## src/hdl/hsvrgb_pkg.sv

```systemverilog
package hsvrgb_pkg;

   localparam int CH_W      = 8;
   localparam int HUE_IN_W  = 16;
   localparam int HUE_OUT_W = 9;

   // Degrees, full scale and the fixed denominator of q and t
   localparam int DEG_FULL   = 360;
   localparam int DEG_SECTOR = 60;
   localparam int SV_FULL    = 255;
   localparam int QT_DEN     = DEG_SECTOR * SV_FULL;

   // hue / 360 as (hue * HUE_RECIP) >> HUE_RECIP_SHIFT, exact for 16-bit hue
   localparam int HUE_RECIP       = 46604;
   localparam int HUE_RECIP_SHIFT = 24;
   localparam int HUE_QUO_W       = 8;

   // x / 15300 as (x * QT_RECIP) >> QT_SHIFT, low by at most one
   localparam int QT_RECIP = 70179;
   localparam int QT_SHIFT = 30;
   localparam int QT_NUM_W = 22;
   localparam int QT_PRD_W = 39;

   // Register stages from the input beat to the result register
   localparam int PIPE_DEPTH = 7;

   // Restoring divider parameters, used by both the hue and the saturation divider
   localparam int DIV_NUM_W  = 17;
   localparam int DIV_DEN_W  = 8;
   localparam int DIV_QUO_W  = 9;
   localparam int DIV_STEPS  = 2;
   localparam int DIV_STAGES = (DIV_QUO_W + DIV_STEPS - 1) / DIV_STEPS;

   // Which channel holds the maximum
   localparam logic [1:0] SEL_RED   = 2'd0;
   localparam logic [1:0] SEL_GREEN = 2'd1;
   localparam logic [1:0] SEL_BLUE  = 2'd2;

   typedef struct packed {
      logic                action;
      logic [HUE_IN_W-1:0] hue_in;
      logic [CH_W-1:0]     sat_in;
      logic [CH_W-1:0]     val_in;
      logic [CH_W-1:0]     red_in;
      logic [CH_W-1:0]     green_in;
      logic [CH_W-1:0]     blue_in;
   } req_type;

   typedef struct packed {
      logic [CH_W-1:0]      red_out;
      logic [CH_W-1:0]      green_out;
      logic [CH_W-1:0]      blue_out;
      logic [HUE_OUT_W-1:0] hue_out;
      logic [CH_W-1:0]      sat_out;
      logic [CH_W-1:0]      val_out;
   } rsp_type;

   typedef struct packed {
      logic [DIV_NUM_W-1:0] num;
      logic [DIV_DEN_W-1:0] den;
   } div_in_type;

endpackage

```

## src/hdl/hsvrgb_if.sv

```systemverilog
interface hsvrgb_req_if import hsvrgb_pkg::*; ();
   logic    valid;
   logic    ready;
   req_type payload;

   modport source (output valid, output payload, input ready);
   modport sink   (input valid, input payload, output ready);
endinterface

interface hsvrgb_rsp_if import hsvrgb_pkg::*; ();
   logic    valid;
   logic    ready;
   rsp_type payload;

   modport source (output valid, output payload, input ready);
   modport sink   (input valid, input payload, output ready);
endinterface

```

## src/hdl/hsvrgb_div.sv

```systemverilog
module hsvrgb_div import hsvrgb_pkg::*; (
   input  logic                 clock,
   input  logic                 advance,
   input  div_in_type           div_in,
   output logic [DIV_QUO_W-1:0] quo
);

   logic [DIV_NUM_W-1:0] rem_src [DIV_STAGES];
   logic [DIV_DEN_W-1:0] den_src [DIV_STAGES];
   logic [DIV_QUO_W-1:0] quo_src [DIV_STAGES];

   logic [DIV_NUM_W-1:0] rem_in [DIV_STAGES];
   logic [DIV_DEN_W-1:0] den_in [DIV_STAGES];
   logic [DIV_QUO_W-1:0] quo_in [DIV_STAGES];

   logic [DIV_NUM_W-1:0] rem_ff [DIV_STAGES];
   logic [DIV_DEN_W-1:0] den_ff [DIV_STAGES];
   logic [DIV_QUO_W-1:0] quo_ff [DIV_STAGES];

   always_comb begin
      rem_src[0] = div_in.num;
      den_src[0] = div_in.den;
      quo_src[0] = '0;
      for (int st = 1; st < DIV_STAGES; st++) begin
         rem_src[st] = rem_ff[st-1];
         den_src[st] = den_ff[st-1];
         quo_src[st] = quo_ff[st-1];
      end
   end

   // Two quotient bits per stage, most significant first
   always_comb begin
      logic [DIV_NUM_W-1:0] rem_w;
      logic [DIV_QUO_W-1:0] quo_w;
      logic [DIV_NUM_W-1:0] trial;
      int                   bit_idx;
      for (int st = 0; st < DIV_STAGES; st++) begin
         rem_w = rem_src[st];
         quo_w = quo_src[st];
         for (int k = 0; k < DIV_STEPS; k++) begin
            bit_idx = DIV_QUO_W - 1 - DIV_STEPS * st - k;
            trial   = '0;
            if (bit_idx >= 0) begin
               trial = DIV_NUM_W'(den_src[st]) << bit_idx;
               if (rem_w >= trial) begin
                  rem_w          = rem_w - trial;
                  quo_w[bit_idx] = 1'b1;
               end
            end
         end
         rem_in[st] = rem_w;
         den_in[st] = den_src[st];
         quo_in[st] = quo_w;
      end
   end

   always_ff @(posedge clock) begin
      if (advance) begin
         for (int st = 0; st < DIV_STAGES; st++) begin
            rem_ff[st] <= rem_in[st];
            den_ff[st] <= den_in[st];
            quo_ff[st] <= quo_in[st];
         end
      end
   end

   assign quo = quo_ff[DIV_STAGES-1];

endmodule

```

## src/hdl/hsv_rgb_color_converter_core.sv

```systemverilog
// HSV / RGB color converter, one pixel per beat.
//
// req_chan carries one pixel and an action bit: action 0 turns hue (any
// 16-bit degree count, taken modulo 360), saturation and value into red,
// green and blue; action 1 turns red, green and blue into hue (0..359),
// saturation and value. Saturation and value use 0..255 for 0..1. Each
// request beat yields exactly one rsp_chan beat, in order; the fields of
// the direction not asked for read as zero.
//
// An accepted beat runs through the pipeline into the result register,
// which drives rsp_chan. One beat per cycle while req_chan.ready is high;
// seven register stages (hue reduction, sector split, products, reciprocal
// multiply and correction, plus a five-stage radix-4 divider for hue and
// saturation) all hold a beat at once.
//
// When the receiver stalls, the result register holds its beat and a
// skid register catches the next one; only while the skid register is
// full does the whole pipeline freeze and req_chan.ready drop.
// Reset (synchronous) clears all valid bits: nothing is in flight after.
module hsv_rgb_color_converter_core import hsvrgb_pkg::*; (
   input  logic         clock,
   input  logic         reset,
   hsvrgb_req_if.sink   req_chan,
   hsvrgb_rsp_if.source rsp_chan
);

   req_type pl;
   logic    advance;
   logic    req_accept;
   logic    rsp_take;
   logic    res_arrive;

   // Valid bits and side data that ride along the pipeline
   logic [PIPE_DEPTH:1] vld_ff;
   logic                act_ff [1:PIPE_DEPTH];
   logic [CH_W-1:0]     mx_ff  [1:PIPE_DEPTH];
   logic [CH_W-1:0]     sat_ff [1:PIPE_DEPTH-1];
   logic [CH_W-1:0]     val_ff [1:PIPE_DEPTH-1];

   // Stage 1
   logic [31:0]       hprod_in, hprod_ff;
   logic [HUE_IN_W-1:0] hue_ff;
   logic [CH_W-1:0]   mx_in, mn_s;
   logic [CH_W-1:0]   delta_in, delta_ff;
   logic [1:0]        sel_in, sel_ff;
   logic signed [8:0] diff_in, diff_ff;

   // Stage 2
   logic [HUE_QUO_W-1:0]  hq_s;
   logic [HUE_OUT_W-1:0]  h_in, h_ff;
   logic [HUE_OUT_W-1:0]  base_s;
   logic [DIV_NUM_W-1:0]  base_term_s;
   logic signed [18:0]    hnum_s;
   div_in_type            div_h_in, div_h_ff;
   div_in_type            div_s_in, div_s_ff;

   // Stage 3
   logic [2:0] sector_in;
   logic [2:0] sector_ff [3:PIPE_DEPTH-1];
   logic [5:0] f_in, f_ff;

   // Stage 4
   logic [13:0] sf_in, sf_ff;
   logic [13:0] sg_in, sg_ff;
   logic [15:0] pn_in, pn_ff;

   // Stage 5
   logic [QT_NUM_W-1:0] qn_in, tn_in;
   logic [QT_NUM_W-1:0] qn_ff [5:PIPE_DEPTH-1];
   logic [QT_NUM_W-1:0] tn_ff [5:PIPE_DEPTH-1];
   logic [CH_W-1:0]     p0_s;
   logic [15:0]         prem_s;
   logic [CH_W-1:0]     p_in;
   logic [CH_W-1:0]     p_ff [5:PIPE_DEPTH-1];

   // Stage 6
   logic [QT_PRD_W-1:0] qa_in, qa_ff;
   logic [QT_PRD_W-1:0] ta_in, ta_ff;

   // Stage 7
   logic [CH_W-1:0]     q0_s, t0_s;
   logic [QT_NUM_W-1:0] qrem_s, trem_s;
   logic [CH_W-1:0]     q_s, t_s;
   logic [CH_W-1:0]     red_in, green_in, blue_in;
   logic [CH_W-1:0]     red_ff, green_ff, blue_ff;
   logic [DIV_QUO_W-1:0] hue_quo, sat_quo;

   // Output side
   rsp_type res;
   rsp_type out_ff, skid_ff;
   logic    out_vld_in, out_vld_ff;
   logic    skid_vld_in, skid_vld_ff;
   logic    out_load_res, out_load_skid, skid_load;

   assign pl         = req_chan.payload;
   assign advance    = !skid_vld_ff;
   assign req_accept = req_chan.valid && advance;
   assign res_arrive = advance && vld_ff[PIPE_DEPTH];
   assign rsp_take   = out_vld_ff && rsp_chan.ready;

   assign req_chan.ready   = advance;
   assign rsp_chan.valid   = out_vld_ff;
   assign rsp_chan.payload = out_ff;

   // Stage 1: hue reciprocal product, channel max / min and signed difference.
   // Ties go to red, then green.
   always_comb begin
      hprod_in = 32'(pl.hue_in) * 32'(HUE_RECIP);

      mn_s = pl.red_in;
      if (pl.green_in < mn_s) mn_s = pl.green_in;
      if (pl.blue_in < mn_s) mn_s = pl.blue_in;

      if (pl.red_in >= pl.green_in && pl.red_in >= pl.blue_in) begin
         mx_in   = pl.red_in;
         sel_in  = SEL_RED;
         diff_in = signed'({1'b0, pl.green_in}) - signed'({1'b0, pl.blue_in});
      end else if (pl.green_in >= pl.blue_in) begin
         mx_in   = pl.green_in;
         sel_in  = SEL_GREEN;
         diff_in = signed'({1'b0, pl.blue_in}) - signed'({1'b0, pl.red_in});
      end else begin
         mx_in   = pl.blue_in;
         sel_in  = SEL_BLUE;
         diff_in = signed'({1'b0, pl.red_in}) - signed'({1'b0, pl.green_in});
      end
      delta_in = mx_in - mn_s;
   end

   // Stage 2: hue mod 360; numerators and divisors for hue and saturation.
   // A zero divisor only comes with a zero numerator, so force it to one.
   always_comb begin
      hq_s = hprod_ff[HUE_RECIP_SHIFT +: HUE_QUO_W];
      h_in = HUE_OUT_W'(17'(hue_ff) - 17'(hq_s) * 17'(DEG_FULL));

      case (sel_ff)
         SEL_RED:   base_s = (diff_ff < 0) ? HUE_OUT_W'(DEG_FULL) : '0;
         SEL_GREEN: base_s = HUE_OUT_W'(2 * DEG_SECTOR);
         default:   base_s = HUE_OUT_W'(4 * DEG_SECTOR);
      endcase
      base_term_s = 17'(base_s) * 17'(delta_ff);
      hnum_s      = signed'({2'b00, base_term_s}) + 19'(diff_ff) * 19'(DEG_SECTOR);

      div_h_in.num = hnum_s[DIV_NUM_W-1:0];
      div_h_in.den = (delta_ff == '0) ? 8'd1 : delta_ff;
      div_s_in.num = 17'(delta_ff) * 17'(SV_FULL);
      div_s_in.den = (mx_ff[1] == '0) ? 8'd1 : mx_ff[1];
   end

   hsvrgb_div u_hue_div (
      .clock   (clock),
      .advance (advance),
      .div_in  (div_h_ff),
      .quo     (hue_quo)
   );

   hsvrgb_div u_sat_div (
      .clock   (clock),
      .advance (advance),
      .div_in  (div_s_ff),
      .quo     (sat_quo)
   );

   // Stage 3: split the reduced hue into sector and offset
   always_comb begin
      if (h_ff < 9'(DEG_SECTOR))          sector_in = 3'd0;
      else if (h_ff < 9'(2 * DEG_SECTOR)) sector_in = 3'd1;
      else if (h_ff < 9'(3 * DEG_SECTOR)) sector_in = 3'd2;
      else if (h_ff < 9'(4 * DEG_SECTOR)) sector_in = 3'd3;
      else if (h_ff < 9'(5 * DEG_SECTOR)) sector_in = 3'd4;
      else                                sector_in = 3'd5;
      f_in = 6'(h_ff - 9'(sector_in) * 9'(DEG_SECTOR));
   end

   // Stage 4: saturation products
   always_comb begin
      sf_in = 14'(sat_ff[3]) * 14'(f_ff);
      sg_in = 14'(sat_ff[3]) * 14'(6'(DEG_SECTOR) - f_ff);
      pn_in = 16'(val_ff[3]) * 16'(8'(SV_FULL) - sat_ff[3]);
   end

   // Stage 5: q and t numerators; p = pn / 255 from pn >> 8 and one correction
   always_comb begin
      qn_in  = 22'(val_ff[4]) * 22'(14'(QT_DEN) - sf_ff);
      tn_in  = 22'(val_ff[4]) * 22'(14'(QT_DEN) - sg_ff);
      p0_s   = pn_ff[15:8];
      prem_s = pn_ff - 16'(p0_s) * 16'(SV_FULL);
      p_in   = (prem_s >= 16'(SV_FULL)) ? p0_s + 8'd1 : p0_s;
   end

   // Stage 6: reciprocal products for / 15300
   always_comb begin
      qa_in = QT_PRD_W'(qn_ff[5]) * QT_PRD_W'(QT_RECIP);
      ta_in = QT_PRD_W'(tn_ff[5]) * QT_PRD_W'(QT_RECIP);
   end

   // Stage 7: correct q and t, then route per sector; grey when saturation is zero
   always_comb begin
      q0_s   = qa_ff[QT_SHIFT +: CH_W];
      t0_s   = ta_ff[QT_SHIFT +: CH_W];
      qrem_s = qn_ff[6] - 22'(q0_s) * 22'(QT_DEN);
      trem_s = tn_ff[6] - 22'(t0_s) * 22'(QT_DEN);
      q_s    = (qrem_s >= 22'(QT_DEN)) ? q0_s + 8'd1 : q0_s;
      t_s    = (trem_s >= 22'(QT_DEN)) ? t0_s + 8'd1 : t0_s;

      if (sat_ff[6] == '0) begin
         red_in   = val_ff[6];
         green_in = val_ff[6];
         blue_in  = val_ff[6];
      end else begin
         case (sector_ff[6])
            3'd0:    begin red_in = val_ff[6]; green_in = t_s;       blue_in = p_ff[6];   end
            3'd1:    begin red_in = q_s;       green_in = val_ff[6]; blue_in = p_ff[6];   end
            3'd2:    begin red_in = p_ff[6];   green_in = val_ff[6]; blue_in = t_s;       end
            3'd3:    begin red_in = p_ff[6];   green_in = q_s;       blue_in = val_ff[6]; end
            3'd4:    begin red_in = t_s;       green_in = p_ff[6];   blue_in = val_ff[6]; end
            default: begin red_in = val_ff[6]; green_in = p_ff[6];   blue_in = q_s;       end
         endcase
      end
   end

   // Merge both directions; zero the fields of the direction not asked for
   always_comb begin
      res = '0;
      if (act_ff[PIPE_DEPTH]) begin
         res.hue_out = hue_quo;
         res.sat_out = sat_quo[CH_W-1:0];
         res.val_out = mx_ff[PIPE_DEPTH];
      end else begin
         res.red_out   = red_ff;
         res.green_out = green_ff;
         res.blue_out  = blue_ff;
      end
   end

   // Result register plus skid register
   always_comb begin
      out_vld_in    = out_vld_ff;
      skid_vld_in   = skid_vld_ff;
      out_load_res  = 1'b0;
      out_load_skid = 1'b0;
      skid_load     = 1'b0;
      if (rsp_take) begin
         if (skid_vld_ff) begin
            out_load_skid = 1'b1;
            skid_vld_in   = 1'b0;
         end else if (res_arrive) begin
            out_load_res = 1'b1;
         end else begin
            out_vld_in = 1'b0;
         end
      end else if (res_arrive) begin
         if (!out_vld_ff) begin
            out_load_res = 1'b1;
            out_vld_in   = 1'b1;
         end else begin
            skid_load   = 1'b1;
            skid_vld_in = 1'b1;
         end
      end
   end

   // Control: valid bits
   always_ff @(posedge clock) begin
      if (reset) begin
         vld_ff      <= '0;
         out_vld_ff  <= 1'b0;
         skid_vld_ff <= 1'b0;
      end else begin
         if (advance) begin
            vld_ff <= {vld_ff[PIPE_DEPTH-1:1], req_accept};
         end
         out_vld_ff  <= out_vld_in;
         skid_vld_ff <= skid_vld_in;
      end
   end

   // Datapath: advance every stage together, hold all of it while frozen
   always_ff @(posedge clock) begin
      if (advance) begin
         act_ff[1] <= pl.action;
         mx_ff[1]  <= mx_in;
         sat_ff[1] <= pl.sat_in;
         val_ff[1] <= pl.val_in;
         for (int i = 2; i <= PIPE_DEPTH; i++) begin
            act_ff[i] <= act_ff[i-1];
            mx_ff[i]  <= mx_ff[i-1];
         end
         for (int i = 2; i <= PIPE_DEPTH - 1; i++) begin
            sat_ff[i] <= sat_ff[i-1];
            val_ff[i] <= val_ff[i-1];
         end

         hprod_ff <= hprod_in;
         hue_ff   <= pl.hue_in;
         delta_ff <= delta_in;
         sel_ff   <= sel_in;
         diff_ff  <= diff_in;

         h_ff     <= h_in;
         div_h_ff <= div_h_in;
         div_s_ff <= div_s_in;

         sector_ff[3] <= sector_in;
         for (int i = 4; i <= PIPE_DEPTH - 1; i++) begin
            sector_ff[i] <= sector_ff[i-1];
         end
         f_ff <= f_in;

         sf_ff <= sf_in;
         sg_ff <= sg_in;
         pn_ff <= pn_in;

         qn_ff[5] <= qn_in;
         tn_ff[5] <= tn_in;
         p_ff[5]  <= p_in;
         qn_ff[6] <= qn_ff[5];
         tn_ff[6] <= tn_ff[5];
         p_ff[6]  <= p_ff[5];

         qa_ff <= qa_in;
         ta_ff <= ta_in;

         red_ff   <= red_in;
         green_ff <= green_in;
         blue_ff  <= blue_in;
      end

      if (out_load_res) begin
         out_ff <= res;
      end else if (out_load_skid) begin
         out_ff <= skid_ff;
      end
      if (skid_load) begin
         skid_ff <= res;
      end
   end

endmodule
```

## src/flat_wrapper.sv

```systemverilog
// flat-port wrapper written by rule: the top's interface ports become plain ports
module hsv_rgb_color_converter_core_flat import hsvrgb_pkg::*;
  (clock, reset, req_chan_valid, req_chan_payload, req_chan_ready, rsp_chan_valid, rsp_chan_payload, rsp_chan_ready);
  hsvrgb_req_if req_chan_i ();
  hsvrgb_rsp_if rsp_chan_i ();
  input  logic clock;
  input  logic reset;
  input wire logic [$bits(req_chan_i.valid)-1:0] req_chan_valid;
  input wire logic [$bits(req_chan_i.payload)-1:0] req_chan_payload;
  output wire logic [$bits(req_chan_i.ready)-1:0] req_chan_ready;
  output wire logic [$bits(rsp_chan_i.valid)-1:0] rsp_chan_valid;
  output wire logic [$bits(rsp_chan_i.payload)-1:0] rsp_chan_payload;
  input wire logic [$bits(rsp_chan_i.ready)-1:0] rsp_chan_ready;
  assign req_chan_i.valid = req_chan_valid;
  assign req_chan_i.payload = req_chan_payload;
  assign req_chan_ready = req_chan_i.ready;
  assign rsp_chan_valid = rsp_chan_i.valid;
  assign rsp_chan_payload = rsp_chan_i.payload;
  assign rsp_chan_i.ready = rsp_chan_ready;
  hsv_rgb_color_converter_core u_core (.clock(clock), .reset(reset), .req_chan(req_chan_i), .rsp_chan(rsp_chan_i));
endmodule
```

## config.mk

```make
export PLATFORM = sky130hd
export DESIGN_NAME = hsv_rgb_color_converter_core_flat
export DESIGN_NICKNAME = d
export VERILOG_FILES = /design/src/hdl/hsvrgb_pkg.sv /design/src/hdl/hsvrgb_if.sv /design/src/hdl/hsvrgb_div.sv /design/src/hdl/hsv_rgb_color_converter_core.sv /design/src/flat_wrapper.sv
export SDC_FILE = /design/constraint.sdc
export NUM_CORES = 2
export LEC_CHECK = 0
export BUFFER_PORTS_ARGS = -buffer_cell sky130_fd_sc_hd__buf_2
export CAP_MARGIN = 20
export CELL_PAD_IN_SITES_DETAIL_PLACEMENT = 1
export CELL_PAD_IN_SITES_GLOBAL_PLACEMENT = 2
export CORE_ASPECT_RATIO = 0.5
export CORE_MARGIN = 2
export CORE_UTILIZATION = 44
export CTS_CLUSTER_DIAMETER = 150
export DETAILED_ROUTE_END_ITERATION = 10
export GPL_ROUTABILITY_DRIVEN = 0
export GPL_TIMING_DRIVEN = 1
export PLACE_DENSITY = 0.78
export REMOVE_ABC_BUFFERS = 1
export SLEW_MARGIN = 0
export SYNTH_ARGS = -nofsm -noshare
export SYNTH_HDL_FRONTEND = slang
export SYNTH_SLANG_ARGS = --single-unit
```

## constraint.sdc

```tcl
create_clock -name clock -period 25.9 [get_ports clock]
set_input_delay 3.885 -clock clock [delete_from_list [all_inputs] [get_ports clock]]
set_output_delay 3.885 -clock clock [all_outputs]
set_load 0.005 [all_outputs]
```

==> flow_summary_export.csv <==
group,metric,value,unit
clock_tree,clk_pin_slew_worst_paths,70,ps
yosys,synth_top_flop_cell,"edfxtp_1",
setup_path,worst-endpoint-required,26340,ps
clock_tree,clkSinkCount,802,
clock_tree,post-cts-setup-buffers,0,
yosys,postSynthAreaPerCell,10.6,um^2
global_routing,grt_pass1_wl,292000,um
setup_path,worst-path-max-fanout,15,
run_status,outcome,"finished clean",
setup_path,worst_r2r_path_depth,24,
placement,placedInstanceArea,77000,um^2
clock_tree,clock-root-buffer,"clkbuf_16",
clock_tree,ctsLongestPathBuffers,3,
floorplan,ioPinCount,112,
floorplan,design.die.area,171000,um^2
sta,upper_clock_frequency_limit,0.113,GHz
routing,num_vias,49100,
routing,avgRoutedWirePerCell,18.9,um
yosys,synthesis.instances,6932,
routing,post_drt_via_cell_ratio,5.26,
final_layout,drive_above_1_share,0.0586,
final_layout,stdcell_area,79900,um^2
clock_tree,cts-buffers-inserted,84,
floorplan,core-area,167000,um^2
global_routing,number_of_antenna_violations_at_the_first_check_in_global_routing,0,
sta,final_hold_viol_count,0,
routing,post-route-drc-count,0,
setup_path,r2r_slack,17780,ps
sta,max_slew_margin,0.247,
clock_tree,cts-resized-gates,0,
yosys,synth_enable_flop_cells,793,
placement,port-buffer-count,111,
yosys,synth_cell_types,94,
floorplan,die_x,583,um
min_path,hold_path_class,"reg2reg",
setup_path,critical_path.endpoint_type,"flop",
routing,total_iterations_of_the_first_detailed_routing_run,5,
yosys,mappedNetlistArea,73800,um^2
flow_run,timing.max_cap.violations,0,
final_layout,final_net_count,8763,
placement,half_perimeter_wire_length_of_the_detailed_placement_result,141000,um
yosys,yosysWarningCount,0,
clock_tree,cts-hold-fix-buffers,0,
yosys,postSynthRegisterBits,802,
sta,timing_max_transition_violations_final,0,
setup_path,worstReg2RegStart,"u_core.qa_ff[32]",
sta,min_period_over_period,0.342,
sta,finalSetupTns,0,ps
floorplan,die_span_in_y,294,um
sta,finalCriticalPeriod,8850,ps
final_layout,num_antenna_cells,0,
global_routing,global_route.overflow_total,0,
yosys,ys_seq_area_frac,0.325,
sta,grt_setup_unrepaired,"no",
global_routing,grt_use_total,0.211,
floorplan,initial_core_util,0.442,
setup_path,worst_setup_path_endpoint,"u_core.delta_ff[7]",
setup_path,startpoint,"req_chan_payload[9]",
global_routing,first_global_vias,55300,
floorplan,number_of_core_rows,106,
routing,drt_iter0_drc,2158,
final_layout,area.growth.synth_to_final,8.24,%
sta,finalSetupViolCount,0,
sta,worst_clock_skew,25.8,ps
routing,totalWireLength,176000,um
yosys,synth_async_sr_flop_share,0,
global_routing,largest_net_degree_at_the_start_of_global_routing,166,
clock_tree,cts_max_level,3,
setup_path,worstReg2RegEnd,"u_core.blue_ff[5]",
sta,worst-slew-pin-transition,1120,ps
setup_path,timing.setup.critical_path_class,"in2reg",
setup_path,startpoint_type,"input port",
setup_path,worst_ep_arrival_time,9290,ps
clock_tree,worstSkewPairLatency,680,ps
clock_tree,cts_tree,"yes",
routing,residual_antenna_violating_net_count_after_detailed_routing,0,
-- flip-flops by register name (all words and copies together) (netlist names), 9 cells and up --
name and cells:
u_core.val_ff 48, u_core.sg_ff 14, u_core.hue_ff 9, u_core.tn_ff 42
u_core.u_sat_div.quo_ff 24, u_core.u_hue_div.rem_ff 61, u_core.u_sat_div.rem_ff 68, u_core.sector_ff 12
u_core.mx_ff 56, u_core.h_ff 9, u_core.rsp_chan.payload 49, u_core.pn_ff 16
u_core.div_s_ff 24, u_core.qn_ff 41, u_core.p_ff 16, u_core.div_h_ff 23
u_core.diff_ff 9, u_core.u_sat_div.den_ff 32, u_core.sf_ff 13, u_core.u_hue_div.quo_ff 29
u_core.u_hue_div.den_ff 32, u_core.sat_ff 48, u_core.skid_ff 49
-- critical path, cell delays in order --
cell and delay (ps):
buf_2 150, inv_1 90, ha_1 300, nor2b_1 130, o21ai_0 80, nand2b_1 130, a21oi_1 120, o21ai_0 260
a41o_1 570, mux2i_1 330, ha_1 280, a21oi_1 170, nor2b_1 60, o21ai_0 260, nand3_1 460, nor2_1 280
a21o_1 110, ha_1 220, nor2b_1 120, o21ai_0 170, nand2b_1 120, a21o_1 190, a21o_1 190, a21o_1 180
a21oi_1 170, xnor2_1 160, xnor2_1 90
-- how the worst min path moves through the flow --
stage / cells past startpoint / slack, ps / end / start
after floorplan: 0 / 400 / u_core.act_ff[0][2] / u_core.act_ff[0][1]
after global placement: 0 / 400 / u_core.val_ff[0][22] / u_core.val_ff[0][14]
final: 0 / 410 / u_core.u_sat_div.quo_ff[0][41] / u_core.u_sat_div.quo_ff[0][32]
after global routing: 0 / 420 / u_core.u_sat_div.quo_ff[0][41] / u_core.u_sat_div.quo_ff[0][32]
after detailed placement: 0 / 410 / u_core.mx_ff[3][4] / u_core.mx_ff[2][12]
after CTS: 0 / 410 / u_core.u_hue_div.quo_ff[0][30] / u_core.u_hue_div.quo_ff[0][21]
-- area by class of cell --
class                      instances  area, um^2
sequential                       802       24000
fill                           18100       86900
clock buffer                     100        2220
multi-input combinational       4701       44500
inverter                        1316        4950
tap                             2214        2770
timing repair buffer             144         860
clock inverter                    58         637
-- layer usage --
layer	wire length [um]	GRT usage
met5	0	0
met4	3340	0.0427
met3	4170	0.0206
met2	89800	0.390
met1	78700	0.269
-- through the flow --
step / util / hold slack, ps / worst slack (ps) / instances
after floorplan: - / 400 / 3310 / 6819
after global placement: 0.461 / 401 / 16340 / 9174
after detailed placement: 0.461 / 405 / 16350 / 9174
after CTS: 0.479 / 412 / 17090 / 9332
after global routing: 0.479 / 421 / 16670 / 9335
final: 0.479 / 409 / 17050 / 9335
-- cell usage after synthesis (16+ instances only) --
cell | count | area, um^2
a211oi_1 | 29 | 218
a21boi_0 | 32 | 240
a21o_1 | 104 | 781
a21oi_1 | 307 | 1540
a31oi_1 | 28 | 175
and2_1 | 196 | 1230
and3_1 | 16 | 100
clkbuf_1 | 98 | 368
edfxtp_1 | 793 | 23800
fa_1 | 662 | 13300
ha_1 | 991 | 12400
inv_1 | 1313 | 4930
mux2_2 | 89 | 1000
mux2i_1 | 39 | 390
nand2_1 | 441 | 1660
nand2b_1 | 98 | 613
nand3_1 | 68 | 340
nand4_1 | 51 | 319
nor2_1 | 306 | 1150
nor2b_1 | 146 | 913
nor3_1 | 71 | 355
nor4_1 | 18 | 113
o211ai_1 | 16 | 120
o21a_1 | 25 | 188
o21ai_0 | 263 | 1320
o21bai_1 | 38 | 285
o31ai_1 | 36 | 270
or2_2 | 18 | 113
or3_1 | 22 | 138
xnor2_1 | 265 | 2320
xor2_1 | 125 | 1090
-- layout by cell type (no fill, tap or decap), types with 12 or more instances in the layout --
cell type	n
ha_1	991
nor2b_1	146
mux2_2	89
nand3_1	67
a31oi_1	28
and3_1	16
nand2_1	441
o21ai_0	263
o21a_1	25
clkinv_2	12
nand2b_1	98
buf_4	28
nor4_1	18
a21boi_0	31
nor2_1	305
o31ai_1	36
clkbuf_16	85
a21o_1	104
mux2i_1	39
o21bai_1	38
clkinv_1	15
o211ai_1	16
edfxtp_1	793
xnor2_1	265
xor2_1	125
inv_1	1312
and2_1	196
or2_2	18
a211oi_1	29
buf_2	111
a21oi_1	306
fa_1	662
nand4_1	51
or3_1	22
nor3_1	71
-- cell families (layout without fill, tap and decap cells) --
| kind of cell | count (synthesis) | after routing | share of synthesized area |
|---|---|---|---|
| buf+inv | 1429 | 1618 | 0.0730 |
| mux | 128 | 128 | 0.0189 |
| flops | 802 | 802 | 0.325 |
| xor+xnor | 390 | 390 | 0.0463 |
| simple gates | 1511 | 1511 | 0.102 |
| compound gates | 1019 | 1019 | 0.0869 |
| fa+ha+maj | 1653 | 1653 | 0.347 |
Power is left out: the tool's default activity adds up to more than one toggle a clock period on the data nets, which glitch-free logic cannot reach.
